$ cat config.mk
export PLATFORM = sky130hd
export DESIGN_NAME = pais_store
export DESIGN_NICKNAME = d
export VERILOG_FILES = /design/src/design/pais_pkg.sv /design/src/design/pais_store.sv
export SDC_FILE = /design/constraint.sdc
export NUM_CORES = 2
export LEC_CHECK = 0
export BUFFER_PORTS_ARGS = -buffer_cell sky130_fd_sc_hd__buf_2
export CAP_MARGIN = 20
export CORE_ASPECT_RATIO = 0.9
export CORE_MARGIN = 2
export CORE_UTILIZATION = 50
export DETAILED_ROUTE_END_ITERATION = 7
export PLACE_DENSITY = 0.65
export RECOVER_POWER = 50
export SLEW_MARGIN = 15
export SYNTH_ARGS = -nofsm -noshare
export SYNTH_HDL_FRONTEND = slang
export SYNTH_SLANG_ARGS = --single-unit
$ cat constraint.sdc
create_clock -name clk -period 3.65 [get_ports clk]
set_input_delay 0.1825 -clock clk [delete_from_list [all_inputs] [get_ports clk]]
set_output_delay 0.1825 -clock clk [all_outputs]
set_load 0.005 [all_outputs]
$ cat src/design/pais_pkg.sv
// Shared types, constants and tables for the pixel adaptive IIR smoother.
`timescale 1ns / 1ps
`default_nettype none
package pais_pkg;

  // Field widths
  localparam int TEMP_W  = 18;
  localparam int IDX_W   = 8;
  localparam int THR_W   = 17;
  localparam int DEPTH_W = 5;
  localparam int CFG_IDX_W  = 2;
  localparam int CFG_DATA_W = 17;
  localparam int IN_DATA_W  = 48;
  localparam int OUT_DATA_W = 32;

  localparam int PIXELS = 192;

  // Configuration register indexes
  localparam logic [CFG_IDX_W-1:0] REG_FILTER_ENABLE  = 2'd0;
  localparam logic [CFG_IDX_W-1:0] REG_JUMP_THRESHOLD = 2'd1;
  localparam logic [CFG_IDX_W-1:0] REG_AVERAGE_DEPTH  = 2'd2;

  localparam logic             RST_FILTER_ENABLE  = 1'b1;
  localparam logic [THR_W-1:0]   RST_JUMP_THRESHOLD = 17'd320;
  localparam logic [DEPTH_W-1:0] RST_AVERAGE_DEPTH  = 5'd8;

  // Valid band, -100 C .. 1000 C in 1/128 C
  localparam logic signed [TEMP_W-1:0] BAND_LOW  = -18'sd12800;
  localparam logic signed [TEMP_W-1:0] BAND_HIGH = 18'sd128000;

  // Datapath widths
  localparam int DIFF_W  = TEMP_W + 1;
  localparam int FAST_W  = 36;
  localparam int FAST_GAIN = 58982;   // 0.9 in Q16
  localparam int FAST_SHIFT = 16;
  localparam int SUM_W   = 24;
  localparam int MAG_W   = 22;
  localparam int RECIP_SHIFT = 28;
  localparam int RECIP_W = RECIP_SHIFT + 1;
  localparam int PROD_W  = MAG_W + RECIP_W;
  localparam int STAGES  = 4;

  // ceil(2^28 / d); depth zero acts as one. Exact for numerators below 2^22.
  localparam logic [RECIP_W-1:0] RECIP_TABLE [2**DEPTH_W] = '{
    RECIP_W'((2**RECIP_SHIFT + 0)  / 1),  RECIP_W'((2**RECIP_SHIFT + 0)  / 1),
    RECIP_W'((2**RECIP_SHIFT + 1)  / 2),  RECIP_W'((2**RECIP_SHIFT + 2)  / 3),
    RECIP_W'((2**RECIP_SHIFT + 3)  / 4),  RECIP_W'((2**RECIP_SHIFT + 4)  / 5),
    RECIP_W'((2**RECIP_SHIFT + 5)  / 6),  RECIP_W'((2**RECIP_SHIFT + 6)  / 7),
    RECIP_W'((2**RECIP_SHIFT + 7)  / 8),  RECIP_W'((2**RECIP_SHIFT + 8)  / 9),
    RECIP_W'((2**RECIP_SHIFT + 9)  / 10), RECIP_W'((2**RECIP_SHIFT + 10) / 11),
    RECIP_W'((2**RECIP_SHIFT + 11) / 12), RECIP_W'((2**RECIP_SHIFT + 12) / 13),
    RECIP_W'((2**RECIP_SHIFT + 13) / 14), RECIP_W'((2**RECIP_SHIFT + 14) / 15),
    RECIP_W'((2**RECIP_SHIFT + 15) / 16), RECIP_W'((2**RECIP_SHIFT + 16) / 17),
    RECIP_W'((2**RECIP_SHIFT + 17) / 18), RECIP_W'((2**RECIP_SHIFT + 18) / 19),
    RECIP_W'((2**RECIP_SHIFT + 19) / 20), RECIP_W'((2**RECIP_SHIFT + 20) / 21),
    RECIP_W'((2**RECIP_SHIFT + 21) / 22), RECIP_W'((2**RECIP_SHIFT + 22) / 23),
    RECIP_W'((2**RECIP_SHIFT + 23) / 24), RECIP_W'((2**RECIP_SHIFT + 24) / 25),
    RECIP_W'((2**RECIP_SHIFT + 25) / 26), RECIP_W'((2**RECIP_SHIFT + 26) / 27),
    RECIP_W'((2**RECIP_SHIFT + 27) / 28), RECIP_W'((2**RECIP_SHIFT + 28) / 29),
    RECIP_W'((2**RECIP_SHIFT + 29) / 30), RECIP_W'((2**RECIP_SHIFT + 30) / 31)
  };

  // Store write port
  typedef struct packed {
    logic                     en;
    logic [IDX_W-1:0]         idx;
    logic signed [TEMP_W-1:0] data;
  } wr_t;

  // Pixels held by the pipeline that will still write the store
  typedef struct packed {
    logic [STAGES-1:0]            busy;
    logic [STAGES-1:0][IDX_W-1:0] idx;
  } inflight_t;

endpackage
`default_nettype wire

$ cat src/design/pais_store.sv
// Per-pixel smoothed value memory and primed bits.
`timescale 1ns / 1ps
`default_nettype none
module pais_store (
  input  wire logic                                  clk,
  input  wire logic                                  rst_n,
  input  wire logic                                  rd_en,
  input  wire logic [pais_pkg::IDX_W-1:0]            rd_idx,
  input  wire pais_pkg::wr_t                         wr,
  output logic signed [pais_pkg::TEMP_W-1:0]         rd_data_r,
  output logic                                       rd_primed_r
);

  logic signed [pais_pkg::TEMP_W-1:0] mem [pais_pkg::PIXELS];
  logic [pais_pkg::PIXELS-1:0] primed_r;

  always_ff @(posedge clk) begin
    if (wr.en) begin
      mem[wr.idx] <= wr.data;
    end
    if (rd_en) begin
      rd_data_r <= mem[rd_idx];
    end
  end

  always_ff @(posedge clk) begin
    if (!rst_n) begin
      primed_r    <= '0;
      rd_primed_r <= 1'b0;
    end else begin
      if (wr.en) begin
        primed_r[wr.idx] <= 1'b1;
      end
      if (rd_en) begin
        rd_primed_r <= primed_r[rd_idx];
      end
    end
  end

endmodule
`default_nettype wire

Yosys cells after proc, flatten, opt, wreduce, memory -nomap -nowiden
Memory sizes are Yosys's and may differ from the RTL's. A register that Yosys moved wholly into a read port is not among the register bits.
Index checks and enable logic that the tools add are counted.
{"block": "totals", "register_bits": 193, "word_cells": 14, "mem_bits_rw": 3456, "mem_count": 1}
{"block": "classes", "n_reduce_logical": 1, "muxes": 6, "n_bitwise": 1, "magnitude_cmp": 3}
{"memory": "mem", "words": 192, "width": 18, "read_ports": 1, "rd_ports_with_merged_regs": 1, "wr": 1, "line_no": "pais_store.sv:14", "source": "logic signed [pais_pkg::TEMP_W-1:0] mem [pais_pkg::PIXELS];"}
{"operator": "OR 192 bit", "count": 1}
{"operator": "< comparator 8 x 9 -> 1 bit, second input constant", "count": 2}
{"operator": "binary-select mux 1 bit (select 8 bit)", "count": 1}
{"operator": "demux 1 bit (select 8 bit)", "count": 1}
{"operator": ">= comparator 8 x 1 -> 1 bit, second input constant", "count": 1}
{"operator": "two-way mux 1 bit", "count": 4}
{"operator": "logical AND 1 bit", "count": 1}

Logic depth before layout (Yosys ltp)
{"block": "depth", "depth_word": 5, "mapped_depth": 13}

Least setup slack after synthesis
Ideal clock, no wire load.
{"block": "synth_path", "path_type": "input port to flip-flop", "start": "input port rd_idx[0] (netlist bit)", "end": "register rd_data_r[9] (netlist bit) (read register of mem), data pin", "required_time_ps": 3370, "path_buffers": 4, "t_arrival_ps": 2310, "setup_time_ps": 280, "path_stages": 9, "path_slack_ps": 1060, "cell_sequence": "buf_6 -> buf_6 -> buf_2 -> buf_2 -> mux4_2 -> a22oi_1 -> a21oi_1 -> o41ai_1 -> nand4_1"}
{"element": "start: declaration", "line_no": "pais_store.sv:8", "source": "input wire logic [pais_pkg::IDX_W-1:0] rd_idx,"}
{"element": "end: declaration", "line_no": "pais_store.sv:10", "source": "output logic signed [pais_pkg::TEMP_W-1:0] rd_data_r,"}

Final worst setup path
{"block": "layout_path", "start": "input port wr[19] (netlist bit)", "end": "memory mem[163][2] (netlist bit), enable pin"}
{"element": "start: declaration", "line_no": "pais_store.sv:9", "source": "input wire pais_pkg::wr_t wr,"}
{"element": "end: declaration", "line_no": "pais_store.sv:14"}
No word-level cell before the write port.

==> impl_metrics.toml <==
[outcome]
status = "complete, but fails checks"
violations = "max-capacitance violations, max-slew violations"

[detailed_routing]
wl_per_cell_um = 35.4
firstDrtPassIters = 5
avgViaCountPerCell = 6.52
remaining_drc_errors = 0
vias = 72400
ant_nets = 0
drtIter0Drc = 10700
totalWireLength_um = 394000

[yosys]
ys_seq_area_share_pct = 77.3
synth_edf_count = 3474
yosys.area_share.simple_pct = 2.07
syn-num-nets = 6425
synth_cell_types = 62
synth_flop_cell = "edfxtp_1"
synth.avg_cell_area_um2 = 21.9
synthXorXnorAreaFrac_pct = 0
synth_adder_area_share_pct = 0
yosysWarnings = 0
synth_compound_area_share_pct = 3.45
postSynth.asyncResetShare_pct = 0
synth-seq-cells = 3667
netlist_area_mm2 = 0.140
synthMuxAreaShare_pct = 15.7
syn_inst = 6387
synth_top_family_by_area = "multiplexers"

[grt]
grt_pass1_vias = 71100
grt_usage_pct = 27.7
grt_overflow = 0
grt_max_degree = 136
grt_pass1_wl_um = 551000
antenna_found_initial = 36

[final_layout]
syn_to_final_growth_pct = 15.2
stdcell_count = 11100
drive_gt1_share_pct = 31.0
final_nets = 7114
n_fill_cell = 19900

[place]
port_buffers = 56
post-dp-hpwl_um = 245000
place.gp.congestion = 0.905
dpl.cell_count = 10400

[worst_setup_path]
crit_type = "primary input to register"
end_kind = "register"
crit_arrival_ns = 3.74
crit_required_ns = 4.11
worst_setup_path_start_kind = "primary input"
cp_max_fo = 19

[power]
ir_drop_v = 0.000386
power.density_mw_per_mm2 = 545
leakage_nw = 50.9

[sta]
worst_pin_slew_ns = 3.30
finalHoldViolCount = 0
setup_viol_count_final = 0
min_period_ns = 3.27
slew_violations = 2155
skew_ns = 0.0631
maxClockFrequency_ghz = 0.305
rsz0062_at_grt = "no"
slew_headroom_pct = -120
finalCritPeriodShare_pct = 89.7
whs_ns = 0.103

[floorplanning]
core-area_mm2 = 0.279
pin_count = 57
die_y_um = 506
fp-row-count = 184
die_area_mm2 = 0.284
initial_core_util_pct = 50.2
die_x_um = 562

[flow_run]
drv_cap = 44

[clock_tree]
numCtsBuffers = 361
cts-root-buf = "clkbuf_16"
h-tree-depth = 5
clockBufferDepth = 4
cts.sinks = 3667
cts_tree = "done"
clock_latency_ns = 0.93
cts_resized = 0
clkTransAtPathRegs_ns = 0.06

[hold_path]
hold_path.class = "primary input to register"
## layout make-up
type | instances | area, um^2 | area share (%)
Sequential cell | 3667 | 108000 | 67.1
Multi-Input combinational cell | 2343 | 30300 | 18.8
Clock buffer | 484 | 9820 | 6.09
Timing Repair Buffer | 695 | 6080 | 3.77
Tap cell | 3720 | 4650 | 2.89
Clock inverter | 177 | 2000 | 1.24
Antenna cell | 22 | 55.1 | 0.0342
Inverter | 8 | 30.0 | 0.0186
## cells by family after synthesis
group | Yosys count
buf+inv | 377
flops | 3667
mux | 1080
simple gates | 590
compound gates | 673
## flip-flops by register name, indices dropped and copies added, names as in the netlist
signal / cells
rd_primed_r: 1
mem: 3456
primed_r: 192
rd_data_r: 18
## metrics by stage
stage | total power (W) | worst slack [ns] | area, um^2 | setup TNS, ns | util (%)
2_1_floorplan | 0.0491 | 1.06 | 140000 | 0 | -
3_3_place_gp | 0.0514 | -0.341 | 149000 | -0.795 | 53.6
3_5_place_dp | 0.0514 | -0.186 | 149000 | -0.528 | 53.6
4_1_cts | 0.0882 | 0.699 | 161000 | 0 | 57.9
5_1_grt | 0.0899 | 0.321 | 161000 | 0 | 57.8
6_report | 0.0878 | 0.375 | 161000 | 0 | 57.8
## Yosys cell counts (all sizes together), types with 35 or more instances
master / number / share of area [%]
mux2i: 137 / 0.98
o22ai: 72 / 0.32
clkbuf: 142 / 0.38
mux4: 890 / 14
nor2: 233 / 0.63
buf: 227 / 1.0
dfxtp: 193 / 2.8
mux2: 53 / 0.43
edfxtp: 3474 / 75
a211oi: 36 / 0.19
nand3: 93 / 0.33
nand4: 35 / 0.16
o21a: 192 / 1.0
nand2: 68 / 0.18
nor2b: 35 / 0.16
a21oi: 77 / 0.28
a22oi: 169 / 0.91
## metal layers
metal	routed length [um]	global-route usage, %
met5	51	0
met4	17500	10.5
met3	42600	5.56
met2	184000	42.6
met1	150000	39.4
## final timing paths
kind | start | end | slack, ns | cells after the start
min reg2reg | primed_r[79] | primed_r[79] | 0.46 | 1
min | wr[21] | mem[188][14] | 0.10 | 4
max reg2reg | mem[172][17] | rd_data_r[17] | 0.62 | 6
max | wr[19] | mem[163][2] | 0.38 | 6
## timing repair
item | CTS | global route
hold endpoints to repair | 1474 | 0
setup buffers | 0 | 0
hold buffers | 23 | 0
## critical path, cell delays in order
cell	delay, ns
dlygate4sd3_1	0.64
clkbuf_1	0.34
nand4_1	0.16
clkbuf_1	0.76
nor2_2	0.28
clkbuf_1	1.33
## power by group
| part | switching [W] | internal [W] | leakage [nW] |
|---|---|---|---|
| sequential | 0.0000814 | 0.0462 | 32.8 |
| clock | 0.0159 | 0.0213 | 5.74 |
| combinational | 0.00279 | 0.00158 | 12.4 |
| total | 0.0188 | 0.0691 | 50.9 |
## layout by cell type (no fill, tap or decap), types with 20 or more instances in the layout
| master | Yosys | final |
|---|---|---|
| edfxtp_1 | 3474 | 3474 |
| mux4_2 | 890 | 890 |
| buf_4 | 66 | 470 |
| clkbuf_16 | 0 | 364 |
| dfxtp_1 | 193 | 193 |
| o21a_1 | 192 | 192 |
| nor2_2 | 0 | 183 |
| a22oi_1 | 169 | 169 |
| clkbuf_1 | 142 | 145 |
| mux2i_1 | 137 | 137 |
| nand3_1 | 93 | 93 |
| buf_12 | 0 | 88 |
| a21oi_1 | 77 | 77 |
| o22ai_1 | 72 | 72 |
| nand2_1 | 68 | 68 |
| clkinv_1 | 0 | 56 |
| mux2_2 | 53 | 53 |
| clkinv_2 | 0 | 51 |
| nor2_1 | 233 | 48 |
| a211oi_1 | 36 | 36 |
| nand4_1 | 35 | 35 |
| bufinv_16 | 0 | 32 |
| nor2b_1 | 35 | 31 |
| buf_2 | 104 | 28 |
| clkbuf_8 | 0 | 26 |
| clkbuf_2 | 0 | 26 |
| nor3_1 | 24 | 24 |
| dlygate4sd3_1 | 0 | 23 |
| diode_2 | 0 | 22 |
| o21ai_0 | 20 | 20 |
(Power assumes the default switching activity.)
