===== config.mk =====
export PLATFORM = sky130hd
export DESIGN_NAME = pais_pipe
export DESIGN_NICKNAME = d
export VERILOG_FILES = /design/src/design/pais_pkg.sv /design/src/design/pais_pipe.sv
export SDC_FILE = /design/constraint.sdc
export NUM_CORES = 2
export LEC_CHECK = 0
export BUFFER_PORTS_ARGS = -buffer_cell sky130_fd_sc_hd__buf_2
export CORE_AREA = 2 2 428 430
export CTS_CLUSTER_SIZE = 24
export DETAILED_ROUTE_END_ITERATION = 8
export DIE_AREA = 0 0 430 432
export RECOVER_POWER = 50
export SLEW_MARGIN = 0
export SYNTH_ARGS = -nofsm -noshare
export SYNTH_HDL_FRONTEND = slang
export SYNTH_SLANG_ARGS = --single-unit

===== constraint.sdc =====
create_clock -name clk -period 26.4 [get_ports clk]
set_input_delay 1.32 -clock clk [delete_from_list [all_inputs] [get_ports clk]]
set_output_delay 1.32 -clock clk [all_outputs]
set_load 0.005 [all_outputs]

===== src/design/pais_pkg.sv =====
// Shared types, constants and tables for the pixel adaptive IIR smoother.
`timescale 1ns / 1ps
`default_nettype none
package pais_pkg;

  // Field widths
  localparam int TEMP_W  = 18;
  localparam int IDX_W   = 8;
  localparam int THR_W   = 17;
  localparam int DEPTH_W = 5;
  localparam int CFG_IDX_W  = 2;
  localparam int CFG_DATA_W = 17;
  localparam int IN_DATA_W  = 48;
  localparam int OUT_DATA_W = 32;

  localparam int PIXELS = 192;

  // Configuration register indexes
  localparam logic [CFG_IDX_W-1:0] REG_FILTER_ENABLE  = 2'd0;
  localparam logic [CFG_IDX_W-1:0] REG_JUMP_THRESHOLD = 2'd1;
  localparam logic [CFG_IDX_W-1:0] REG_AVERAGE_DEPTH  = 2'd2;

  localparam logic             RST_FILTER_ENABLE  = 1'b1;
  localparam logic [THR_W-1:0]   RST_JUMP_THRESHOLD = 17'd320;
  localparam logic [DEPTH_W-1:0] RST_AVERAGE_DEPTH  = 5'd8;

  // Valid band, -100 C .. 1000 C in 1/128 C
  localparam logic signed [TEMP_W-1:0] BAND_LOW  = -18'sd12800;
  localparam logic signed [TEMP_W-1:0] BAND_HIGH = 18'sd128000;

  // Datapath widths
  localparam int DIFF_W  = TEMP_W + 1;
  localparam int FAST_W  = 36;
  localparam int FAST_GAIN = 58982;   // 0.9 in Q16
  localparam int FAST_SHIFT = 16;
  localparam int SUM_W   = 24;
  localparam int MAG_W   = 22;
  localparam int RECIP_SHIFT = 28;
  localparam int RECIP_W = RECIP_SHIFT + 1;
  localparam int PROD_W  = MAG_W + RECIP_W;
  localparam int STAGES  = 4;

  // ceil(2^28 / d); depth zero acts as one. Exact for numerators below 2^22.
  localparam logic [RECIP_W-1:0] RECIP_TABLE [2**DEPTH_W] = '{
    RECIP_W'((2**RECIP_SHIFT + 0)  / 1),  RECIP_W'((2**RECIP_SHIFT + 0)  / 1),
    RECIP_W'((2**RECIP_SHIFT + 1)  / 2),  RECIP_W'((2**RECIP_SHIFT + 2)  / 3),
    RECIP_W'((2**RECIP_SHIFT + 3)  / 4),  RECIP_W'((2**RECIP_SHIFT + 4)  / 5),
    RECIP_W'((2**RECIP_SHIFT + 5)  / 6),  RECIP_W'((2**RECIP_SHIFT + 6)  / 7),
    RECIP_W'((2**RECIP_SHIFT + 7)  / 8),  RECIP_W'((2**RECIP_SHIFT + 8)  / 9),
    RECIP_W'((2**RECIP_SHIFT + 9)  / 10), RECIP_W'((2**RECIP_SHIFT + 10) / 11),
    RECIP_W'((2**RECIP_SHIFT + 11) / 12), RECIP_W'((2**RECIP_SHIFT + 12) / 13),
    RECIP_W'((2**RECIP_SHIFT + 13) / 14), RECIP_W'((2**RECIP_SHIFT + 14) / 15),
    RECIP_W'((2**RECIP_SHIFT + 15) / 16), RECIP_W'((2**RECIP_SHIFT + 16) / 17),
    RECIP_W'((2**RECIP_SHIFT + 17) / 18), RECIP_W'((2**RECIP_SHIFT + 18) / 19),
    RECIP_W'((2**RECIP_SHIFT + 19) / 20), RECIP_W'((2**RECIP_SHIFT + 20) / 21),
    RECIP_W'((2**RECIP_SHIFT + 21) / 22), RECIP_W'((2**RECIP_SHIFT + 22) / 23),
    RECIP_W'((2**RECIP_SHIFT + 23) / 24), RECIP_W'((2**RECIP_SHIFT + 24) / 25),
    RECIP_W'((2**RECIP_SHIFT + 25) / 26), RECIP_W'((2**RECIP_SHIFT + 26) / 27),
    RECIP_W'((2**RECIP_SHIFT + 27) / 28), RECIP_W'((2**RECIP_SHIFT + 28) / 29),
    RECIP_W'((2**RECIP_SHIFT + 29) / 30), RECIP_W'((2**RECIP_SHIFT + 30) / 31)
  };

  // Store write port
  typedef struct packed {
    logic                     en;
    logic [IDX_W-1:0]         idx;
    logic signed [TEMP_W-1:0] data;
  } wr_t;

  // Pixels held by the pipeline that will still write the store
  typedef struct packed {
    logic [STAGES-1:0]            busy;
    logic [STAGES-1:0][IDX_W-1:0] idx;
  } inflight_t;

endpackage
`default_nettype wire


===== src/design/pais_pipe.sv =====
// Four-stage smoothing datapath: seed/diff, scale, divide multiply, select.
`timescale 1ns / 1ps
`default_nettype none
module pais_pipe (
  input  wire logic                                  clk,
  input  wire logic                                  rst_n,
  input  wire logic                                  adv,
  input  wire logic                                  in_take,
  input  wire logic                                  in_active,
  input  wire logic signed [pais_pkg::TEMP_W-1:0]    in_x,
  input  wire logic [pais_pkg::IDX_W-1:0]            in_idx,
  input  wire logic signed [pais_pkg::TEMP_W-1:0]    in_amb,
  input  wire logic signed [pais_pkg::TEMP_W-1:0]    old_val,
  input  wire logic                                  old_primed,
  input  wire logic [pais_pkg::THR_W-1:0]            thr,
  input  wire logic [pais_pkg::DEPTH_W-1:0]          depth,
  output pais_pkg::inflight_t                        inflight,
  output pais_pkg::wr_t                              wr,
  output logic                                       res_valid,
  output logic signed [pais_pkg::TEMP_W-1:0]         res_temp,
  output logic [pais_pkg::IDX_W-1:0]                 res_idx
);

  localparam int TW = pais_pkg::TEMP_W;
  localparam int IW = pais_pkg::IDX_W;

  // Stage A
  logic a_v_r, a_act_r;
  logic signed [TW-1:0] a_x_r, a_amb_r;
  logic [IW-1:0] a_idx_r;

  logic signed [TW-1:0] a_base;
  logic signed [pais_pkg::DIFF_W-1:0] a_diff;
  logic [pais_pkg::DIFF_W-1:0] a_mag;
  logic a_fast, a_band;
  logic [pais_pkg::DEPTH_W-1:0] a_dm1;
  logic signed [pais_pkg::SUM_W-1:0] a_base_ext, a_dm1_ext, a_sum;
  logic signed [pais_pkg::FAST_W-1:0] a_diff_ext, a_gain, a_prodf;

  always_comb begin
    if (old_primed) begin
      a_base = old_val;
    end else if (a_x_r > pais_pkg::BAND_LOW && a_x_r < pais_pkg::BAND_HIGH) begin
      a_base = a_x_r;
    end else begin
      a_base = a_amb_r;
    end
    a_band = (a_x_r >= pais_pkg::BAND_LOW) && (a_x_r <= pais_pkg::BAND_HIGH);
    a_diff = pais_pkg::DIFF_W'(a_x_r) - pais_pkg::DIFF_W'(a_base);
    a_mag  = a_diff[pais_pkg::DIFF_W-1] ? pais_pkg::DIFF_W'(-a_diff) : a_diff;
    a_fast = a_mag >= pais_pkg::DIFF_W'(thr);
    a_dm1  = (depth == '0) ? '0 : depth - 1'b1;
    a_base_ext = pais_pkg::SUM_W'(a_base);
    a_dm1_ext  = pais_pkg::SUM_W'({1'b0, a_dm1});
    a_sum      = pais_pkg::SUM_W'(a_x_r) + a_base_ext * a_dm1_ext;
    a_diff_ext = pais_pkg::FAST_W'(a_diff);
    a_gain     = pais_pkg::FAST_W'(pais_pkg::FAST_GAIN);
    a_prodf    = a_diff_ext * a_gain;
  end

  // Stage B
  logic b_v_r, b_act_r, b_band_r, b_fast_r;
  logic signed [TW-1:0] b_x_r, b_base_r;
  logic [IW-1:0] b_idx_r;
  logic signed [pais_pkg::SUM_W-1:0] b_sum_r;
  logic signed [pais_pkg::FAST_W-1:0] b_prodf_r;

  logic signed [TW+1:0] b_fast_sum;
  logic [pais_pkg::SUM_W-1:0] b_abs;

  always_comb begin
    b_fast_sum = (TW+2)'(b_base_r) + $signed(b_prodf_r[pais_pkg::FAST_W-1:pais_pkg::FAST_SHIFT]);
    b_abs      = b_sum_r[pais_pkg::SUM_W-1] ? pais_pkg::SUM_W'(-b_sum_r) : b_sum_r;
  end

  // Stage C
  logic c_v_r, c_act_r, c_band_r, c_fast_r, c_neg_r;
  logic signed [TW-1:0] c_x_r, c_base_r, c_fastval_r;
  logic [IW-1:0] c_idx_r;
  logic [pais_pkg::MAG_W-1:0] c_mag_r;
  logic [pais_pkg::RECIP_W-1:0] c_recip_r;
  logic [pais_pkg::PROD_W-1:0] c_prodq;

  assign c_prodq = pais_pkg::PROD_W'(c_mag_r) * pais_pkg::PROD_W'(c_recip_r);

  // Stage D
  logic d_v_r, d_act_r, d_band_r, d_fast_r, d_neg_r;
  logic signed [TW-1:0] d_x_r, d_base_r, d_fastval_r;
  logic [IW-1:0] d_idx_r;
  logic [pais_pkg::PROD_W-1:0] d_prodq_r;

  logic [pais_pkg::MAG_W-1:0] d_q, d_qn;
  logic signed [TW-1:0] d_avg, d_res;

  always_comb begin
    d_q   = d_prodq_r[pais_pkg::RECIP_SHIFT +: pais_pkg::MAG_W];
    d_qn  = -d_q;
    d_avg = d_neg_r ? d_qn[TW-1:0] : d_q[TW-1:0];
    if (!d_act_r) begin
      d_res = d_x_r;
    end else if (!d_band_r) begin
      d_res = d_base_r;
    end else if (d_fast_r) begin
      d_res = d_fastval_r;
    end else begin
      d_res = d_avg;
    end
  end

  // Valid bits
  always_ff @(posedge clk) begin
    if (!rst_n) begin
      a_v_r <= 1'b0;
      b_v_r <= 1'b0;
      c_v_r <= 1'b0;
      d_v_r <= 1'b0;
    end else if (adv) begin
      a_v_r <= in_take;
      b_v_r <= a_v_r;
      c_v_r <= b_v_r;
      d_v_r <= c_v_r;
    end
  end

  // Payload
  always_ff @(posedge clk) begin
    if (adv) begin
      a_act_r <= in_active;
      a_x_r   <= in_x;
      a_idx_r <= in_idx;
      a_amb_r <= in_amb;

      b_act_r   <= a_act_r;
      b_band_r  <= a_band;
      b_fast_r  <= a_fast;
      b_x_r     <= a_x_r;
      b_base_r  <= a_base;
      b_idx_r   <= a_idx_r;
      b_sum_r   <= a_sum;
      b_prodf_r <= a_prodf;

      c_act_r     <= b_act_r;
      c_band_r    <= b_band_r;
      c_fast_r    <= b_fast_r;
      c_neg_r     <= b_sum_r[pais_pkg::SUM_W-1];
      c_x_r       <= b_x_r;
      c_base_r    <= b_base_r;
      c_fastval_r <= b_fast_sum[TW-1:0];
      c_idx_r     <= b_idx_r;
      c_mag_r     <= b_abs[pais_pkg::MAG_W-1:0];
      c_recip_r   <= pais_pkg::RECIP_TABLE[depth];

      d_act_r     <= c_act_r;
      d_band_r    <= c_band_r;
      d_fast_r    <= c_fast_r;
      d_neg_r     <= c_neg_r;
      d_x_r       <= c_x_r;
      d_base_r    <= c_base_r;
      d_fastval_r <= c_fastval_r;
      d_idx_r     <= c_idx_r;
      d_prodq_r   <= c_prodq;
    end
  end

  assign inflight.busy = {d_v_r & d_act_r, c_v_r & c_act_r, b_v_r & b_act_r, a_v_r & a_act_r};
  assign inflight.idx  = {d_idx_r, c_idx_r, b_idx_r, a_idx_r};

  assign wr.en   = adv & d_v_r & d_act_r;
  assign wr.idx  = d_idx_r;
  assign wr.data = d_res;

  assign res_valid = d_v_r;
  assign res_temp  = d_res;
  assign res_idx   = d_idx_r;

endmodule
`default_nettype wire


## Word-level counts from Yosys, hierarchy flattened

Memory sizes are Yosys's and may differ from the RTL's. A register that Yosys moved wholly into a read port is not among the register bits.
Index checks and enable logic that the tools add are counted.

- Flip-flop bits (word level): 353
- Output and inout bits: 90
- Input bits: 90
- Memory bits (read-only): 928
- Memories: 1
- Word-level logic and storage cells: 69

Memories:

| name | depth | width | rd ports | clocked after Yosys merged registers in | write ports | RTL line | text |
|---|---|---|---|---|---|---|---|
| (name not given) | 32 | 29 | 1 | 1 | 0 | pais_pipe.sv:151 | `c_recip_r <= pais_pkg::RECIP_TABLE[depth];` |

- $add $sub $neg: 7
- Multiply operators: 3
- Magnitude comparators: 5
- Bitwise logic cells: 7
- Reduce and logical (&&, ||, !) cells: 3
- Mux-type cells: 9

Operator list:

| kind | count |
|---|---|
| $mux W18 | 6 |
| $mul A22 B29 Y46 | 1 |
| $mul A19 B16 Y33 const B | 1 |
| $add A18 B24 Y24 | 1 |
| $mul A18 B6 Y24 | 1 |
| $mux W22 | 1 |
| $neg A22 Y22 | 1 |
| $ge A19 B17 Y1 | 1 |
| $mux W19 | 1 |
| $neg A19 Y19 | 1 |
| $sub A18 B18 Y19 | 1 |
| $add A18 B18 Y18 | 1 |
| $ge A18 B15 Y1 const B | 1 |
| $gt A18 B15 Y1 const B | 1 |
| $le A18 B18 Y1 const B | 1 |
| $lt A18 B18 Y1 const B | 1 |
| $neg A18 Y18 | 1 |
| $and A1 B1 Y1 | 6 |
| $not A5 Y6 | 1 |
| $logic_not A5 Y1 | 1 |
| $mux W5 | 1 |
| $sub A5 B1 Y5 const B | 1 |
| $logic_and A1 B1 Y1 | 2 |

## Logic depth before layout (Yosys ltp)

- Word-level depth: 8
- Gate-level depth with buffers: 48

## Worst setup path before layout

Ideal clock, no wire load.

- Kind: input to register
- Start: input old_primed
- End: register b_prodf_r[33] (netlist bit) (data pin)
- Library setup time: 0.268 ns
- Data required time: 26.132 ns
- Cell stages on the path: 39
- Data arrival time: 10.570 ns
- Slack: 15.563 ns
- Path through: buf_2 -> buf_1 -> buf_1 -> clkbuf_1 -> nand2_1 -> o21a_1 -> inv_1 -> ha_1 -> inv_1 -> ha_1 -> inv_1 -> a21oi_1 -> o21a_1 -> a311oi_1 -> o211ai_2 -> a2111oi_4 -> nor2_1 -> xnor2_1 -> [3 not listed] -> fa_1 -> fa_1 -> inv_1 -> fa_1 -> inv_1 -> ha_1 -> and4_1 -> o21ai_0 -> o311ai_0 -> a21o_1 -> a41o_1 -> a21oi_1 -> o21a_1 -> o21ai_0 -> o211ai_1 -> o21ai_0 -> xnor2_1 -> xnor3_1

- Longest elaborated chain between the ends: 3

RTL lines:

| what | RTL line | text |
|---|---|---|
| start: declaration | pais_pipe.sv:14 | `input wire logic old_primed,` |
| $mux W18 | pais_pipe.sv:41 | `if (old_primed) begin` |
| net a_base[0] | pais_pipe.sv:32 | `logic signed [TW-1:0] a_base;` |
| $sub A18 B18 Y19 | pais_pipe.sv:49 | `a_diff = pais_pkg::DIFF_W'(a_x_r) - pais_pkg::DIFF_W'(a_base);` |
| $mul A19 B16 Y33 | pais_pipe.sv:58 | `a_prodf = a_diff_ext * a_gain;` |
| net a_prodf, one bit | pais_pipe.sv:38 | `logic signed [pais_pkg::FAST_W-1:0] a_diff_ext, a_gain, a_prodf;` |
| end signal: assignment | pais_pipe.sv:140 | `b_prodf_r <= a_prodf;` |
| end: declaration | pais_pipe.sv:66 | `logic signed [pais_pkg::FAST_W-1:0] b_prodf_r;` |

The timed path passes the listed nets, and every way through them passes these cells.
A chain may end at the register's enable or synchronous reset.

## Final worst setup path

- Start: register a_x_r[17]
- End: register b_prodf_r[33] (netlist bit) (data pin)

- Longest elaborated chain between the ends: 6

RTL lines:

| what | RTL line | text |
|---|---|---|
| start: declaration | pais_pipe.sv:29 | `logic signed [TW-1:0] a_x_r, a_amb_r;` |
| start signal: assignment | pais_pipe.sv:129 | `a_x_r <= in_x;` |
| $gt A18 B15 Y1 or $lt A18 B18 Y1 (tied branches) | pais_pipe.sv:43 | `end else if (a_x_r > pais_pkg::BAND_LOW && a_x_r < pais_pkg::BAND_HIGH) begin` |
| $logic_and A1 B1 Y1 * | pais_pipe.sv:43 |  |
| $mux W18 * | pais_pipe.sv:43 |  |
| $mux W18 * | pais_pipe.sv:41 |  |
| net a_base[0] | pais_pipe.sv:32 |  |
| $sub A18 B18 Y19 * | pais_pipe.sv:49 |  |
| $mul A19 B16 Y33 * | pais_pipe.sv:58 |  |
| net a_prodf, one bit | pais_pipe.sv:38 |  |

Mark *: on every way through the listed nets, which the timed path passes. The rest lies on a longest branch.

==> results.rst <==
.. list-table::
   :header-rows: 1

   * - Metric
     - Value
   * - Status
     - finished, violations left
   * - Failing checks
     - capacitance limit, slew limit
   * - Simple logic cell fraction of the synthesized area
     - 11.8%
   * - Number of H-tree branching levels
     - 2
   * - Largest family of logic cells by synthesized area
     - adder cells
   * - Core area
     - 182000 sq um
   * - Proportion of netlist area held by the largest area contributor
     - 33.0%
   * - Number of buffers added by the clock tree synthesis step
     - 39
   * - Nets
     - 5580
   * - Slew of the pin with the lowest slew margin
     - 7.63 ns
   * - Xor and xnor fraction of the mapped netlist area
     - 3.60%
   * - Number of antenna violations at the first check in global routing
     - 12
   * - Net count after synthesis
     - 5517
   * - Count of input and output buffers
     - 179
   * - Crit-path max cell delay
     - 0.72 ns
   * - Routability Congestion
     - 0.885
   * - Sinks on Clock Net
     - 338
   * - Final Cell Area
     - 47900 sq um
   * - Met2 Use GR
     - 20.4%
   * - #FFs+latches synth
     - 338
   * - Root buffer selected by CTS
     - sky130_fd_sc_hd__clkbuf_16
   * - Antenna cells
     - 0
   * - Fraction of the mapped netlist area in adder cells
     - 43.6%
   * - Number of setup buffers added after CTS
     - 0
   * - All-layer global routing usage
     - 12.1%
   * - Post-route fraction of the period consumed by the critical path
     - 43.8%
   * - Fmax achieved
     - 86.5 MHz
   * - Number of routed nets with antenna violations
     - 0
   * - Commonest non-fill, non-tap cells in the layout
     - 922 x sky130_fd_sc_hd__inv_1, 713 x sky130_fd_sc_hd__fa_1, 649 x sky130_fd_sc_hd__nand2_1
   * - Die footprint
     - 186000 sq um
   * - Cell accounting for the most synthesized area
     - sky130_fd_sc_hd__fa_1
   * - Setup slack of the critical path after layout
     - 14.84 ns
   * - Total iterations of the first detailed-routing run
     - 7
   * - Total of fill cells in the finished design
     - 19100
   * - Number of failing hold endpoints at the final stage
     - 0
   * - Post-Synthesis Mean Instance Area
     - 9.97 sq um
   * - Gate Count Post-Synth
     - 4346
   * - Fin. max-slew vios
     - 259
   * - Top cells by area, synth
     - sky130_fd_sc_hd__fa_1 33%, sky130_fd_sc_hd__edfxtp_1 23%, sky130_fd_sc_hd__ha_1 11%
   * - GR Layer Usage met1
     - 15.3%
   * - Cell occurring most often along the worst timing path
     - sky130_fd_sc_hd__inv_1
   * - Final setup vio count
     - 0
   * - Main synth FF type
     - sky130_fd_sc_hd__edfxtp_1
   * - Wire length of the first global-routing pass
     - 175 mm
   * - Path category of the worst min-delay check
     - reg -> reg
   * - Residual overflow from global routing
     - 0
   * - Number of violations of the max-capacitance limit
     - 3
   * - Final worst clock skew
     - 0.0350 ns
   * - Violation count after the first detailed-routing iteration
     - 1776
   * - Clk slew on worst S/H paths
     - 0.07 ns
   * - Wire length per cell
     - 16.4 um
   * - Critical path arrival
     - 11.86 ns
   * - Via total after detailed routing
     - 29300
   * - Instance area at placement
     - 46700 sq um
   * - Post-synthesis compound-gate area fraction
     - 6.48%
   * - Post-cts gate resize count
     - 0
   * - Number of buffers between clock root and the deepest sink
     - 3
   * - Setup slack at placement
     - 14.72 ns
   * - Commonest non-fill, non-tap cell in the layout
     - sky130_fd_sc_hd__inv_1
   * - Most used routing layer in global routing
     - met2
   * - Drt drc
     - 0
   * - Fraction of layout cells with a size suffix above 1
     - 7.34%
   * - Height of the die
     - 432 um
   * - Unique cell type count in the Yosys netlist
     - 86
   * - Number of global-route vias before repair
     - 30500
   * - Warnings, synthesis
     - 0
   * - Cell area after synthesis
     - 43300 sq um
   * - Initial cell density of the core
     - 23.8%
   * - Number of enable-type register cells in the synthesized netlist
     - 334
   * - Detailed-route vias per instance
     - 4.30
   * - Die width
     - 430 um
   * - GR Util met3
     - 2.09%
   * - Count of boundary I/O pins
     - 180
   * - Number of placement rows
     - 157
   * - Min cycle time layout
     - 11.56 ns
   * - Sequential Area
     - 10100 sq um
   * - Post-route setup TNS
     - 0 ns
   * - P&R area growth vs syn
     - 10.6%
   * - Count of hold buffers inserted by post-cts repair
     - 0
   * - Multi-input logic area
     - 28800 sq um
   * - Slowest library cell on the worst path
     - sky130_fd_sc_hd__edfxtp_1
   * - CP Launch Type
     - flip-flop
   * - Required time of the worst setup path
     - 26.70 ns
   * - Crit path capture type
     - flip-flop
   * - Relative slew slack
     - -409%
   * - Worst-path maximum fanout
     - 23
   * - Clock tree from TritonCTS
     - built
   * - Aggregate routed wire length
     - 112 mm
   * - Crit Path Category
     - reg -> reg
   * - Part of the Yosys area used for sequential elements
     - 23.3%
   * - Mux contribution to synthesized area
     - 0.907%
   * - Largest net degree at the start of global routing
     - 140
   * - Later-pin clock latency in the skew report
     - 0.58 ns
   * - Setup repair after global routing missed its margin
     - no
   * - Fraction of registers with async set or reset after synthesis
     - 0%
   * - Dpl hpwl
     - 87.1 mm
==> per-layer routing <==
metal / vias up / wire length (um)
met5: - / 22
met4: 4 / 4580
met3: 190 / 7580
met2: 930 / 53600
met1: 14600 / 46000
li1: 13600 / -
==> kinds of logic (layout without fill, tap and decap cells) <==
family / after synthesis / after routing
AOI/OAI and AO/OA: 429 / 429
xor gates and xnor gates: 173 / 173
adders and majority gates: 1082 / 1082
buffers and inverters: 1140 / 1233
DFF: 338 / 338
muxes: 39 / 39
and+or+nand+nor: 1145 / 1145
==> flip-flops by register name, summed over array words and instances (netlist names), 8 cells and up <==
| register | flops |
|---|---|
| c_recip_r | 29 |
| b_sum_r | 23 |
| c_mag_r | 22 |
| a_amb_r | 18 |
| a_x_r | 18 |
| b_base_r | 18 |
| b_prodf_r | 18 |
| b_x_r | 18 |
| c_base_r | 18 |
| c_fastval_r | 18 |
| c_x_r | 18 |
| d_base_r | 18 |
| d_fastval_r | 18 |
| d_prodq_r | 18 |
| d_x_r | 18 |
| a_idx_r | 8 |
| b_idx_r | 8 |
| c_idx_r | 8 |
| res_idx | 8 |
==> cells in the mapped netlist (all sizes together) (11+ instances only) <==
cell,instances
o21a,32
a21oi,125
edfxtp,334
nor3,25
nor2b,32
nor2,170
buf,62
xnor2,131
nand2b,15
o31ai,20
ha,368
and3,13
o21bai,11
o21ai,103
a21o,32
clkbuf,151
fa,713
a211oi,11
or3,13
mux2i,37
inv,925
xor2,41
o211ai,12
and2,159
nand3,25
or2,11
nand2,649
==> worst paths after layout <==
check                           slack (ns)  startpoint  cells past startpoint             to
worst min register to register        0.41     c_neg_r                      0        d_neg_r
worst min-delay path                  0.41     c_neg_r                      0        d_neg_r
worst max register to register       14.84   a_x_r[17]                     44  b_prodf_r[33]
worst max-delay path                 14.84   a_x_r[17]                     44  b_prodf_r[33]
==> final cells by class <==
type,instances,share of cell area [%]
multi-input combinational,2868,60.1
clock buffer,46,2.16
tap,2385,6.23
inverter,927,7.27
sequential,338,21.1
timing repair buffer,235,2.71
clock inverter,25,0.439
==> worst max-delay path, delay by kind of cell, from the launching register on <==
family	cells	cell delay, ns
DFF	1	0.72
buffers and inverters	10	0.82
adders and majority gates	8	3.17
and+or+nand+nor	4	1.33
AOI/OAI and AO/OA	19	4.73
xor gates and xnor gates	3	0.52
==> per-stage QoR <==
stage / hold WS, ns / utilization [%] / cells
after floorplan: 0.400 / - / 4346
after global placement: 0.404 / 25.7 / 6753
after detailed placement: 0.405 / 25.7 / 6753
after CTS: 0.400 / 26.4 / 6824
after global routing: 0.411 / 26.4 / 6824
final: 0.405 / 26.4 / 6824
Power is not shown: default switching activity piles up to over one toggle a cycle in this logic, so the estimate is an artifact.
